===== src/hdl/cis_scan_pkg.sv =====
// cis_scan_pkg: shared types and constants of the cis tuple scanner
// used by cis_scan_walker and cis_tuple_io_irq_scanner_core, no dependencies

package cis_scan_pkg;

  localparam logic [1:0] PH_TYPE = 2'd0;
  localparam logic [1:0] PH_LEN  = 2'd1;
  localparam logic [1:0] PH_DATA = 2'd2;
  localparam logic [1:0] PH_END  = 2'd3;

  localparam logic [7:0] TUPLE_NULL    = 8'h00;
  localparam logic [7:0] TUPLE_CFTABLE = 8'h1B;
  localparam logic [7:0] TUPLE_END     = 8'hFF;

  localparam logic [7:0]  MIN_CFT_LEN = 8'd4;
  localparam logic [15:0] IO_MIN      = 16'h0200;
  localparam logic [15:0] IO_LIMIT    = 16'h0400;
  localparam logic [3:0]  IRQ_MIN     = 4'd3;
  localparam logic [3:0]  IRQ_MASK    = 4'hF;
  localparam logic [2:0]  CNT_MIN     = 3'd4;

  localparam logic [15:0] DEF_IO_RST  = 16'h0300;
  localparam logic [3:0]  DEF_IRQ_RST = 4'd10;

  localparam logic CFG_DEF_IO  = 1'b0;
  localparam logic CFG_DEF_IRQ = 1'b1;

  typedef struct packed {
    logic        status;
    logic [15:0] io_base;
    logic [3:0]  irq_number;
  } res_t;

endpackage


===== src/hdl/cis_tuple_io_irq_scanner_core.sv =====
// cis_tuple_io_irq_scanner_core: top level, input register, walker, result register
// depends on cis_scan_pkg and cis_scan_walker
// output: result is registered when the last byte leaves the input register
// throughput: one byte per cycle unless the output stream holds off, the walker updates once per byte
// reset: asynchronous active low, clears tuple state and loads default registers

module cis_tuple_io_irq_scanner_core import cis_scan_pkg::*; (
  input  logic        clk_i,
  input  logic        rst_ni,
  input  logic        cfg_we_i,
  input  logic        cfg_idx_i,
  input  logic [15:0] cfg_wdata_i,
  input  logic        s_axis_tvalid,
  output logic        s_axis_tready,
  input  logic [7:0]  s_axis_tdata,   // [7:0] cis_byte
  input  logic        s_axis_tlast,
  output logic        m_axis_tvalid,
  input  logic        m_axis_tready,
  output logic [23:0] m_axis_tdata,   // [15:0] io_base, [19:16] irq_number, [23:20] zero
  output logic        m_axis_tuser    // [0] status
);

  logic [15:0] def_io_q;
  logic [3:0]  def_irq_q;

  logic        in_valid_q, in_valid_d;
  logic [7:0]  in_byte_q;
  logic        in_last_q;
  logic        out_valid_q, out_valid_d;
  res_t        res_q;
  res_t        res_c;

  logic        out_free;
  logic        advance;
  logic        in_take;

  always_ff @(posedge clk_i or negedge rst_ni) begin
    if (!rst_ni) begin
      def_io_q  <= DEF_IO_RST;
      def_irq_q <= DEF_IRQ_RST;
    end else if (cfg_we_i) begin
      if (cfg_idx_i == CFG_DEF_IO) begin
        def_io_q <= cfg_wdata_i;
      end else begin
        def_irq_q <= cfg_wdata_i[3:0];
      end
    end
  end

  assign out_free      = !out_valid_q || m_axis_tready;
  assign advance       = in_valid_q && out_free;
  assign s_axis_tready = !in_valid_q || out_free;
  assign in_take       = s_axis_tvalid && s_axis_tready;

  always_comb begin
    in_valid_d = in_valid_q;
    if (in_take) begin
      in_valid_d = 1'b1;
    end else if (advance) begin
      in_valid_d = 1'b0;
    end
    out_valid_d = out_valid_q;
    if (advance && in_last_q) begin
      out_valid_d = 1'b1;
    end else if (m_axis_tready) begin
      out_valid_d = 1'b0;
    end
  end

  always_ff @(posedge clk_i or negedge rst_ni) begin
    if (!rst_ni) begin
      in_valid_q  <= 1'b0;
      out_valid_q <= 1'b0;
    end else begin
      in_valid_q  <= in_valid_d;
      out_valid_q <= out_valid_d;
    end
  end

  always_ff @(posedge clk_i) begin
    if (in_take) begin
      in_byte_q <= s_axis_tdata;
      in_last_q <= s_axis_tlast;
    end
    if (advance && in_last_q) begin
      res_q <= res_c;
    end
  end

  cis_scan_walker u_walker (
    .clk_i     (clk_i),
    .rst_ni    (rst_ni),
    .en_i      (advance),
    .byte_i    (in_byte_q),
    .last_i    (in_last_q),
    .def_io_i  (def_io_q),
    .def_irq_i (def_irq_q),
    .res_o     (res_c)
  );

  assign m_axis_tvalid = out_valid_q;
  assign m_axis_tdata  = {4'd0, res_q.irq_number, res_q.io_base};
  assign m_axis_tuser  = res_q.status;

endmodule


===== src/hdl/cis_scan_walker.sv =====
// cis_scan_walker: tuple walking state and per-byte update, forms the result
// depends on cis_scan_pkg

module cis_scan_walker import cis_scan_pkg::*; (
  input  logic        clk_i,
  input  logic        rst_ni,
  input  logic        en_i,
  input  logic [7:0]  byte_i,
  input  logic        last_i,
  input  logic [15:0] def_io_i,
  input  logic [3:0]  def_irq_i,
  output res_t        res_o
);

  logic [1:0]  phase_q, phase_d;
  logic [7:0]  left_q, left_d;
  logic        cft_q, cft_d;
  logic [7:0]  len_q, len_d;
  logic [7:0]  first_q, first_d;
  logic [7:0]  second_q, second_d;
  logic [7:0]  latest_q, latest_d;
  logic [15:0] found_io_q, found_io_d;
  logic [3:0]  found_irq_q, found_irq_d;
  logic [2:0]  cnt_q, cnt_d;

  logic        fin;
  logic [7:0]  idx;
  logic [15:0] io_cand;
  logic [3:0]  irq_cand;
  logic [2:0]  cnt_inc;

  always_comb begin
    phase_d     = phase_q;
    left_d      = left_q;
    cft_d       = cft_q;
    len_d       = len_q;
    first_d     = first_q;
    second_d    = second_q;
    latest_d    = latest_q;
    found_io_d  = found_io_q;
    found_irq_d = found_irq_q;
    fin         = 1'b0;
    idx         = len_q - left_q;
    cnt_inc     = (cnt_q < CNT_MIN) ? cnt_q + 3'd1 : cnt_q;

    case (phase_q)
      PH_TYPE: begin
        if (!last_i && byte_i != TUPLE_NULL) begin
          if (byte_i == TUPLE_END) begin
            phase_d = PH_END;
          end else begin
            cft_d   = (byte_i == TUPLE_CFTABLE);
            phase_d = PH_LEN;
          end
        end
      end
      PH_LEN: begin
        len_d  = byte_i;
        left_d = byte_i;
        if (byte_i == 8'd0) begin
          fin = 1'b1;
        end else begin
          phase_d = PH_DATA;
        end
      end
      PH_DATA: begin
        if (idx == 8'd0) begin
          first_d = byte_i;
        end else if (idx == 8'd1) begin
          second_d = byte_i;
        end
        latest_d = byte_i;
        left_d   = left_q - 8'd1;
        if (left_d == 8'd0) begin
          fin = 1'b1;
        end
      end
      default: ;
    endcase

    io_cand  = {second_d, first_d};
    irq_cand = latest_d[3:0] & IRQ_MASK;
    if (fin) begin
      phase_d = PH_TYPE;
      if (cft_q && len_d >= MIN_CFT_LEN) begin
        if (io_cand >= IO_MIN && io_cand < IO_LIMIT) begin
          found_io_d = io_cand;
        end
        if (irq_cand >= IRQ_MIN) begin
          found_irq_d = irq_cand;
        end
      end
    end

    cnt_d = cnt_inc;

    res_o.status = (cnt_inc < CNT_MIN);
    if (res_o.status) begin
      res_o.io_base    = 16'd0;
      res_o.irq_number = 4'd0;
    end else begin
      res_o.io_base    = (found_io_d != 16'd0) ? found_io_d : def_io_i;
      res_o.irq_number = (found_irq_d != 4'd0) ? found_irq_d : def_irq_i;
    end

    if (last_i) begin
      phase_d     = PH_TYPE;
      left_d      = 8'd0;
      cft_d       = 1'b0;
      len_d       = 8'd0;
      first_d     = 8'd0;
      second_d    = 8'd0;
      latest_d    = 8'd0;
      found_io_d  = 16'd0;
      found_irq_d = 4'd0;
      cnt_d       = 3'd0;
    end
  end

  always_ff @(posedge clk_i or negedge rst_ni) begin
    if (!rst_ni) begin
      phase_q     <= PH_TYPE;
      left_q      <= 8'd0;
      cft_q       <= 1'b0;
      len_q       <= 8'd0;
      first_q     <= 8'd0;
      second_q    <= 8'd0;
      latest_q    <= 8'd0;
      found_io_q  <= 16'd0;
      found_irq_q <= 4'd0;
      cnt_q       <= 3'd0;
    end else if (en_i) begin
      phase_q     <= phase_d;
      left_q      <= left_d;
      cft_q       <= cft_d;
      len_q       <= len_d;
      first_q     <= first_d;
      second_q    <= second_d;
      latest_q    <= latest_d;
      found_io_q  <= found_io_d;
      found_irq_q <= found_irq_d;
      cnt_q       <= cnt_d;
    end
  end

  a_found_io_range: assert property (@(posedge clk_i) disable iff (!rst_ni)
    found_io_q == 16'd0 || (found_io_q >= IO_MIN && found_io_q < IO_LIMIT))
    else $error("found io base out of range");

  a_found_irq_range: assert property (@(posedge clk_i) disable iff (!rst_ni)
    found_irq_q == 4'd0 || found_irq_q >= IRQ_MIN)
    else $error("found irq out of range");

  a_cnt_sat: assert property (@(posedge clk_i) disable iff (!rst_ni)
    cnt_q <= CNT_MIN)
    else $error("byte count past saturation");

  a_data_left: assert property (@(posedge clk_i) disable iff (!rst_ni)
    phase_q == PH_DATA |-> left_q != 8'd0 && left_q <= len_q)
    else $error("data phase with no bytes left");

  a_last_clears: assert property (@(posedge clk_i) disable iff (!rst_ni)
    en_i && last_i |=> phase_q == PH_TYPE && cnt_q == 3'd0 && found_io_q == 16'd0)
    else $error("state not cleared after last byte");

endmodule


===== config.mk =====
export PLATFORM = sky130hd
export DESIGN_NAME = cis_tuple_io_irq_scanner_core
export DESIGN_NICKNAME = d
export VERILOG_FILES = /design/src/hdl/cis_scan_pkg.sv /design/src/hdl/cis_tuple_io_irq_scanner_core.sv /design/src/hdl/cis_scan_walker.sv
export SDC_FILE = /design/constraint.sdc
export NUM_CORES = 1
export LEC_CHECK = 0
export BUFFER_PORTS_ARGS = -buffer_cell sky130_fd_sc_hd__buf_2
export CAP_MARGIN = 5
export CORE_MARGIN = 5
export CORE_UTILIZATION = 45
export CTS_CLUSTER_DIAMETER = 50
export DETAILED_ROUTE_END_ITERATION = 10
export PLACE_DENSITY_LB_ADDON = 0.2
export SYNTH_ARGS = -nofsm -noshare
export SYNTH_HDL_FRONTEND = slang
export SYNTH_SLANG_ARGS = --single-unit

===== constraint.sdc =====
create_clock -name clk_i -period 3.7 [get_ports clk_i]
set_input_delay 0 -clock clk_i [delete_from_list [all_inputs] [get_ports clk_i]]
set_output_delay 0 -clock clk_i [all_outputs]
set_load 0.02 [all_outputs]

==> impl_metrics.prom, run 1 <==
# TYPE chip_impl_metric gauge
chip_impl_info{name="run_status",value="completed"} 1
chip_impl_metric{name="num_vias",unit=""} 4388
chip_impl_metric{name="drt-wirelength-per-cell",unit="µm"} 17.9
chip_impl_metric{name="fill_cells",unit=""} 1074
chip_impl_metric{name="worst_slew_pin_slew",unit="ps"} 1080
chip_impl_metric{name="drt_wl_total",unit="µm"} 13800
chip_impl_metric{name="fmax",unit="GHz"} 0.288
chip_impl_metric{name="aggregate_global_routing_overflow",unit=""} 0
chip_impl_metric{name="grtUsageTotal",unit=""} 0.197
chip_impl_metric{name="detail_route.drc_violations",unit=""} 0
chip_impl_info{name="netlist_top_cells_count",value="dfrtp_1, o21ai_0, nand2_1, edfxtp_1, a21oi_1"} 1
chip_impl_metric{name="synth.yosys.seq_area_share",unit=""} 0.532
chip_impl_metric{name="total_leakage_power",unit="nW"} 2.96
chip_impl_metric{name="syn_area_per_cell",unit="µm²"} 11.3
chip_impl_info{name="timing.rr.end",value="m_axis_tdata[9]"} 1
chip_impl_info{name="yosysMostFrequentCell",value="dfrtp_1"} 1
chip_impl_metric{name="synth_edf_count",unit=""} 30
chip_impl_metric{name="die_area",unit="µm²"} 14900
chip_impl_metric{name="arrival_time_reported_for_the_critical_path_endpoint",unit="ps"} 3630
chip_impl_metric{name="flow.area_growth_from_synthesis",unit="%"} 22.5
chip_impl_metric{name="io_pins",unit=""} 58
chip_impl_metric{name="syn-instance-count",unit=""} 501
chip_impl_metric{name="totalNegativeSetupSlack",unit="ps"} 0
chip_impl_metric{name="die_y",unit="µm"} 122
chip_impl_info{name="critPathCapture",value="m_axis_tdata[9]"} 1
chip_impl_metric{name="critical_path_peak_fanout",unit=""} 16
chip_impl_metric{name="worstSkewPairLatency",unit="ps"} 410
chip_impl_metric{name="ant_nets",unit=""} 0
chip_impl_metric{name="ys.warnings.count",unit=""} 0
chip_impl_metric{name="power_density",unit="nW/µm²"} 658
chip_impl_metric{name="clk_pin_slew_worst_paths",unit="ps"} 50
chip_impl_metric{name="multi_input_comb_area",unit="µm²"} 2430
chip_impl_metric{name="register_area",unit="µm²"} 3010
chip_impl_metric{name="floorplan.core_area",unit="µm²"} 12500
chip_impl_metric{name="setup_violations",unit=""} 0
chip_impl_info{name="worst_setup_path_startpoint",value="u_walker.left_q[0]"} 1
chip_impl_metric{name="cts_resized",unit=""} 0
chip_impl_metric{name="floorplan.initialDensity",unit=""} 0.454
chip_impl_metric{name="h-tree-depth",unit=""} 4
chip_impl_metric{name="timing.max_slew.rel_slack",unit=""} 0.277
chip_impl_info{name="unrepaired_setup_endpoints_after_global_routing",value="false"} 1
chip_impl_info{name="hold_path_class",value="primary input to flip-flop"} 1
chip_impl_metric{name="setup.reg_to_reg.worst_slack",unit="ps"} 230
chip_impl_metric{name="std_cell_rows",unit=""} 41
chip_impl_metric{name="ys_ff_latch",unit=""} 114
chip_impl_metric{name="worst_ir_drop_vdd",unit="V"} 0.000253
chip_impl_metric{name="firstDrtPassIters",unit=""} 5
chip_impl_info{name="startpoint_type",value="flip-flop"} 1
chip_impl_info{name="cts_root_buffer",value="clkbuf_16"} 1
chip_impl_metric{name="dpl.hpwl",unit="µm"} 9230
chip_impl_metric{name="vias_in_the_first_global_route",unit=""} 4507
chip_impl_metric{name="initial_antenna_violation_count",unit=""} 0
chip_impl_metric{name="r2r.worst_path.cells",unit=""} 10
chip_impl_metric{name="finish.net_count",unit=""} 632
chip_impl_metric{name="cts-root-to-sink-buffers",unit=""} 2
chip_impl_metric{name="antenna_fix_cells",unit=""} 0
chip_impl_metric{name="floorplan.die.width",unit="µm"} 122
chip_impl_info{name="regToRegStartpoint",value="u_walker.left_q[0]"} 1
chip_impl_metric{name="place.gp.congestion",unit=""} 0.891
chip_impl_metric{name="cts_num_sinks",unit=""} 114
chip_impl_metric{name="drt-vias-per-instance",unit=""} 5.68
chip_impl_metric{name="drtIter0Drc",unit=""} 308
chip_impl_info{name="synth_top_cell_by_area",value="dfrtp_1"} 1
chip_impl_metric{name="utilization",unit=""} 0.556
chip_impl_metric{name="drive_above_1_share",unit=""} 0.237
chip_impl_metric{name="post_synth_instance_area",unit="µm²"} 5650
chip_impl_metric{name="fraction_of_synthesis_flops_using_an_asynchronous_set_or_reset_pin",unit=""} 0.737
chip_impl_metric{name="period_minus_slack",unit="ps"} 3470
chip_impl_metric{name="grt_first_pass_wirelength",unit="µm"} 22700
chip_impl_metric{name="postCtsSetupBuffers",unit=""} 0
chip_impl_metric{name="required",unit="ps"} 3860
chip_impl_info{name="timing_worst_setup_path_type",value="flip-flop to flip-flop"} 1
chip_impl_metric{name="cts_hold_buffers",unit=""} 29
chip_impl_metric{name="timing.max_cap.violations",unit=""} 0
chip_impl_metric{name="synth.lib_cells_used.distinct",unit=""} 65
chip_impl_metric{name="fin_worst_skew",unit="ps"} 12.4
chip_impl_metric{name="maximum_number_of_pins_on_one_net_before_global_route_repair",unit=""} 85
chip_impl_info{name="top_post_synthesis_cells_by_area",value="dfrtp_1, edfxtp_1, mux2_2"} 1
chip_impl_info{name="postSynth.topFlopCell",value="dfrtp_1"} 1
chip_impl_metric{name="netlist.area_leader.share",unit=""} 0.354
chip_impl_metric{name="number_of_hold_violations_in_the_final_report",unit=""} 0
chip_impl_metric{name="cts_buffers",unit=""} 17
chip_impl_metric{name="tcrit_tclk_final",unit=""} 0.938
chip_impl_info{name="cts_tree",value="done"} 1
chip_impl_metric{name="final-max-slew-violation-count",unit=""} 0
chip_impl_metric{name="count_of_port_buffers_added_during_placement",unit=""} 53
chip_impl_info{name="critical_path.endpoint_type",value="flip-flop"} 1
-- per-layer routing --
layer | part of all wire | vias to the layer above | GRT usage | wire length, µm
li1 | - | 2051 | - | -
met1 | 0.42 | 2172 | 0.255 | 5870
met2 | 0.51 | 139 | 0.327 | 7030
met3 | 0.049 | 26 | 0.0381 | 682
met4 | 0.018 | 0 | 0.0798 | 256
met5 | 0 | - | 0 | 0
-- kinds of logic (layout without fill, tap and decap cells) --
family	after synthesis	in the layout	share of synthesized area
fa+ha+maj	14	14	0.0323
simple gates	135	135	0.131
xor+xnor	6	6	0.00929
buf+inv	49	145	0.0407
flops	114	114	0.532
compound gates	143	143	0.180
mux	39	39	0.0741
other cells	1	4	0.000663
-- per-stage QoR --
step	power (mW)	instance area (µm²)	setup slack [ps]	cells	hold slack [ps]
6_report	4.55	6930	228	772	35.8
5_1_grt	4.83	6930	1.99	772	57.7
4_1_cts	4.58	6930	214	772	33.1
3_5_place_dp	3.01	6080	227	711	178
3_3_place_gp	2.98	6080	281	711	178
2_1_floorplan	2.63	5670	552	504	-296
-- worst min path at each step --
stage	cells past startpoint	to	slack (ps)	startpoint
floorplan	0	def_io_q[0]	-300	rst_ni
global placement	1	in_byte_q[4]	180	s_axis_tdata[4]
detailed placement	1	in_byte_q[1]	180	s_axis_tdata[1]
CTS	3	def_irq_q[3]	30	cfg_we_i
global route	3	def_irq_q[3]	60	cfg_we_i
finish	3	def_irq_q[3]	40	cfg_we_i
-- layout by cell type, fill, tap and decap left out, drive strengths merged, types with 16 or more instances in the layout --
cell and count:
clkbuf 20, mux2 23, nor3 22, mux2i 16
nor2 21, dfrtp 80, nand2 32, o21ai 38
inv 19, a21oi 26, edfxtp 30, dlygate4sd3 29
buf 65
-- state kept, by name, indices dropped and copies added, names as in the netlist, 2 cells and up --
signal and cells:
u_walker.second_q 8, in_byte_q 8, def_irq_q 4, u_walker.found_io_q 16, u_walker.cnt_q 3, u_walker.latest_q 4
u_walker.found_irq_q 4, u_walker.left_q 8, u_walker.len_q 8, m_axis_tdata 20, def_io_q 16, u_walker.phase_q 2
u_walker.first_q 8
-- cell type report --
| cell class | instances | area share |
|---|---|---|
| Clock inverter | 12 | 0.0168 |
| Clock buffer | 20 | 0.0631 |
| Tap cell | 172 | 0.0311 |
| Multi-Input combinational cell | 341 | 0.351 |
| Sequential cell | 114 | 0.434 |
| Timing Repair Buffer | 94 | 0.0936 |
| Inverter | 19 | 0.0103 |
-- worst max-delay path, cell delays in order, from the launching register on --
cell and delay (ps):
dfrtp_1 420, ha_1 210, inv_1 70, fa_1 420
a2111oi_2 390, nand3_1 120, or4b_1 600, o21a_2 330
or2_1 250, buf_4 210, o22a_1 190
-- report_power, final --
part | internal, mW | switching, mW | total, mW
registers | 1.48 | 0.143 | 1.62
logic | 0.572 | 0.836 | 1.41
clock network | 0.978 | 0.550 | 1.53
Power figures use the tool's default switching activity.
==> run 2: changes to the inputs <==
--- a/config.mk
+++ b/config.mk
@@ -11,7 +11,7 @@
 export CORE_UTILIZATION = 45
 export CTS_CLUSTER_DIAMETER = 50
 export DETAILED_ROUTE_END_ITERATION = 10
-export PLACE_DENSITY_LB_ADDON = 0.2
+export PLACE_DENSITY = 0.72
 export SYNTH_ARGS = -nofsm -noshare
 export SYNTH_HDL_FRONTEND = slang
 export SYNTH_SLANG_ARGS = --single-unit
==> run 2 against run 1 <==
Effect of this change:
- first-iteration DRC count increased by 6.8%
- via count increased by 1.1%
- die area unchanged
- sequential share of layout area decreased by 0.11 points
- maximum frequency decreased by 0.12%
- clock-buffer cell count unchanged
- critical endpoint is now m_axis_tdata[8]
- highest routed layer unchanged
==> impl_metrics.prom, run 2 (synthesized netlist as in run 1, its figures left out) <==
# TYPE chip_impl_metric gauge
chip_impl_info{name="run_status",value="completed"} 1
chip_impl_metric{name="required",unit="ps"} 3840
chip_impl_metric{name="worst_ir_drop_vdd",unit="V"} 0.000354
chip_impl_metric{name="drt-wirelength-per-cell",unit="µm"} 18.2
chip_impl_metric{name="power_density",unit="nW/µm²"} 672
chip_impl_metric{name="grt_util_met2",unit=""} 0.337
chip_impl_metric{name="dpl.hpwl",unit="µm"} 9120
chip_impl_metric{name="floorplan.die.width",unit="µm"} 122
chip_impl_metric{name="die_y",unit="µm"} 122
chip_impl_metric{name="dpl-instance-area",unit="µm²"} 6070
chip_impl_metric{name="fmax",unit="GHz"} 0.288
chip_impl_metric{name="timing.max_cap.violations",unit=""} 0
chip_impl_metric{name="io_pins",unit=""} 58
chip_impl_info{name="cts_root_buffer",value="clkbuf_16"} 1
chip_impl_metric{name="ant_nets",unit=""} 0
chip_impl_metric{name="grt_first_pass_wirelength",unit="µm"} 23000
chip_impl_metric{name="aggregate_global_routing_overflow",unit=""} 0
chip_impl_metric{name="drtIter0Drc",unit=""} 329
chip_impl_metric{name="grtUsageTotal",unit=""} 0.197
chip_impl_metric{name="cts-root-to-sink-buffers",unit=""} 2
chip_impl_metric{name="cts_buffers",unit=""} 17
chip_impl_metric{name="fill_cells",unit=""} 1008
chip_impl_metric{name="floorplan.core_area",unit="µm²"} 12500
chip_impl_metric{name="largest_register_ffs",unit=""} 20
chip_impl_metric{name="arrival_time_reported_for_the_critical_path_endpoint",unit="ps"} 3610
chip_impl_info{name="critical_path.endpoint_type",value="flip-flop"} 1
chip_impl_metric{name="switchingPower",unit="mW"} 1.56
chip_impl_metric{name="num_vias",unit=""} 4438
chip_impl_info{name="unrepaired_setup_endpoints_after_global_routing",value="false"} 1
chip_impl_metric{name="setup_violations",unit=""} 0
chip_impl_metric{name="std_cell_rows",unit=""} 41
chip_impl_metric{name="floorplan.initialDensity",unit=""} 0.454
chip_impl_metric{name="numPlacedInstances",unit=""} 709
chip_impl_info{name="timing_worst_setup_path_type",value="flip-flop to flip-flop"} 1
chip_impl_metric{name="clk_pin_slew_worst_paths",unit="ps"} 50
chip_impl_info{name="startpoint_type",value="flip-flop"} 1
chip_impl_info{name="hold_path_class",value="primary input to flip-flop"} 1
chip_impl_metric{name="combinationalPowerShare",unit=""} 0.307
chip_impl_info{name="global_route_layer_with_the_greatest_usage",value="met2"} 1
chip_impl_metric{name="grt.met3_usage",unit=""} 0.0344
chip_impl_metric{name="period_minus_slack",unit="ps"} 3480
chip_impl_metric{name="cts_resized",unit=""} 0
chip_impl_info{name="layout_common_cells",value="dfrtp_1, buf_2, o21ai_0"} 1
chip_impl_metric{name="worst_slew_pin_slew",unit="ps"} 1070
chip_impl_metric{name="drt-vias-per-instance",unit=""} 5.76
chip_impl_metric{name="internal-power",unit="mW"} 3.11
chip_impl_info{name="cts_tree",value="done"} 1
chip_impl_metric{name="power.share.switching",unit=""} 0.333
chip_impl_metric{name="vias_in_the_first_global_route",unit=""} 4511
chip_impl_metric{name="totalNegativeSetupSlack",unit="ps"} 0
chip_impl_metric{name="postCtsSetupBuffers",unit=""} 0
chip_impl_metric{name="met1_usage",unit=""} 0.251
chip_impl_metric{name="register_area",unit="µm²"} 3010
chip_impl_metric{name="flow.area_growth_from_synthesis",unit="%"} 22.8
chip_impl_metric{name="worstSkewPairLatency",unit="ps"} 410
chip_impl_metric{name="number_of_hold_violations_in_the_final_report",unit=""} 0
chip_impl_info{name="mostFrequentLayoutCell",value="dfrtp_1"} 1
chip_impl_metric{name="cts_num_sinks",unit=""} 114
chip_impl_metric{name="post-route-cell-area",unit="µm²"} 6940
chip_impl_metric{name="tcrit_tclk_final",unit=""} 0.940
chip_impl_metric{name="firstDrtPassIters",unit=""} 5
chip_impl_metric{name="multi_input_comb_area",unit="µm²"} 2430
chip_impl_metric{name="post_layout_nonfiller_instances",unit=""} 770
chip_impl_metric{name="total_leakage_power",unit="nW"} 2.97
chip_impl_metric{name="finish.net_count",unit=""} 630
chip_impl_metric{name="h-tree-depth",unit=""} 4
chip_impl_metric{name="power.share.clock",unit=""} 0.346
chip_impl_metric{name="initial_antenna_violation_count",unit=""} 0
chip_impl_metric{name="place.gp.congestion",unit=""} 0.953
chip_impl_metric{name="maximum_number_of_pins_on_one_net_before_global_route_repair",unit=""} 85
chip_impl_metric{name="detail_route.drc_violations",unit=""} 0
chip_impl_metric{name="drive_above_1_share",unit=""} 0.234
chip_impl_metric{name="fin_worst_skew",unit="ps"} 7.59
chip_impl_metric{name="count_of_port_buffers_added_during_placement",unit=""} 53
chip_impl_metric{name="antenna_fix_cells",unit=""} 0
chip_impl_metric{name="die_area",unit="µm²"} 14900
chip_impl_metric{name="final-max-slew-violation-count",unit=""} 0
chip_impl_metric{name="critical_path_peak_fanout",unit=""} 16
chip_impl_metric{name="power.sequential.fraction",unit=""} 0.347
chip_impl_metric{name="drt_wl_total",unit="µm"} 14000
chip_impl_metric{name="timing.max_slew.rel_slack",unit=""} 0.287
chip_impl_metric{name="finalPower",unit="mW"} 4.67
==> run 2: cell count changes in the layout (fill, tap and decap cells not counted), sizes merged <==
cell,before,now
clkinvlp,3,1
clkinv,7,8
buf,65,63
bufinv,2,3
==> run 2: critical path: stages (launching register included) <==
cell and delay, ps:
dfrtp_1 420, ha_1 210, inv_1 70, fa_1 420, a2111oi_2 390, nand3_1 120
or4b_1 600, and4b_4 480, or2_1 120, buf_4 240, o32ai_1 130
==> run 2: cell type report <==
cell class,instances,share of cell area
tap,172,0.0310
multi-input combinational,341,0.350
clock buffer,20,0.0643
clock inverter,12,0.0200
inverter,19,0.0103
timing repair buffer,92,0.0912
sequential,114,0.433
==> run 2: final timing paths <==
path                                          start                   end  slack, ps  cells past startpoint
worst max-delay path             u_walker.left_q[0]       m_axis_tdata[8]        220                     10
worst min-delay path                       cfg_we_i          def_irq_q[0]         40                      3
worst max register to register   u_walker.left_q[0]       m_axis_tdata[8]        220                     10
worst min register to register  u_walker.first_q[4]   u_walker.first_q[4]        480                      2
max in group asynchronous                    rst_ni  u_walker.latest_q[3]       2680                      2
min in group asynchronous                    rst_ni          def_io_q[15]        330                      2
==> run 2: repair_timing <==
action / 4_1_cts / 5_1_grt
hold buffers: 29 / 0
endpoints found under the setup margin: 0 / 0
endpoints found under the hold margin: 111 / 0
==> run 2: power groups by stage <==
stage	Sequential [mW]	Clock, mW	Combinational (mW)
2_1_floorplan	1.62	0	1.01
3_3_place_gp	1.63	0	1.35
3_5_place_dp	1.64	0	1.38
4_1_cts	1.62	1.63	1.41
5_1_grt	1.64	1.71	1.57
6_report	1.62	1.61	1.43
==> run 2: metal layers <==
layer | up-vias | wire (µm)
met5 | - | 0
met4 | 0 | 384
met2 | 166 | 6950
met3 | 34 | 694
met1 | 2191 | 5980
li1 | 2047 | -
==> run 2: through the flow <==
stage,setup slack (ps),hold slack [ps],utilization
finish,224,37.9,0.557
global route,6.01,47.9,0.557
floorplan,552,-296,-
detailed placement,243,180,0.487
global placement,304,180,0.487
CTS,234,27.8,0.557
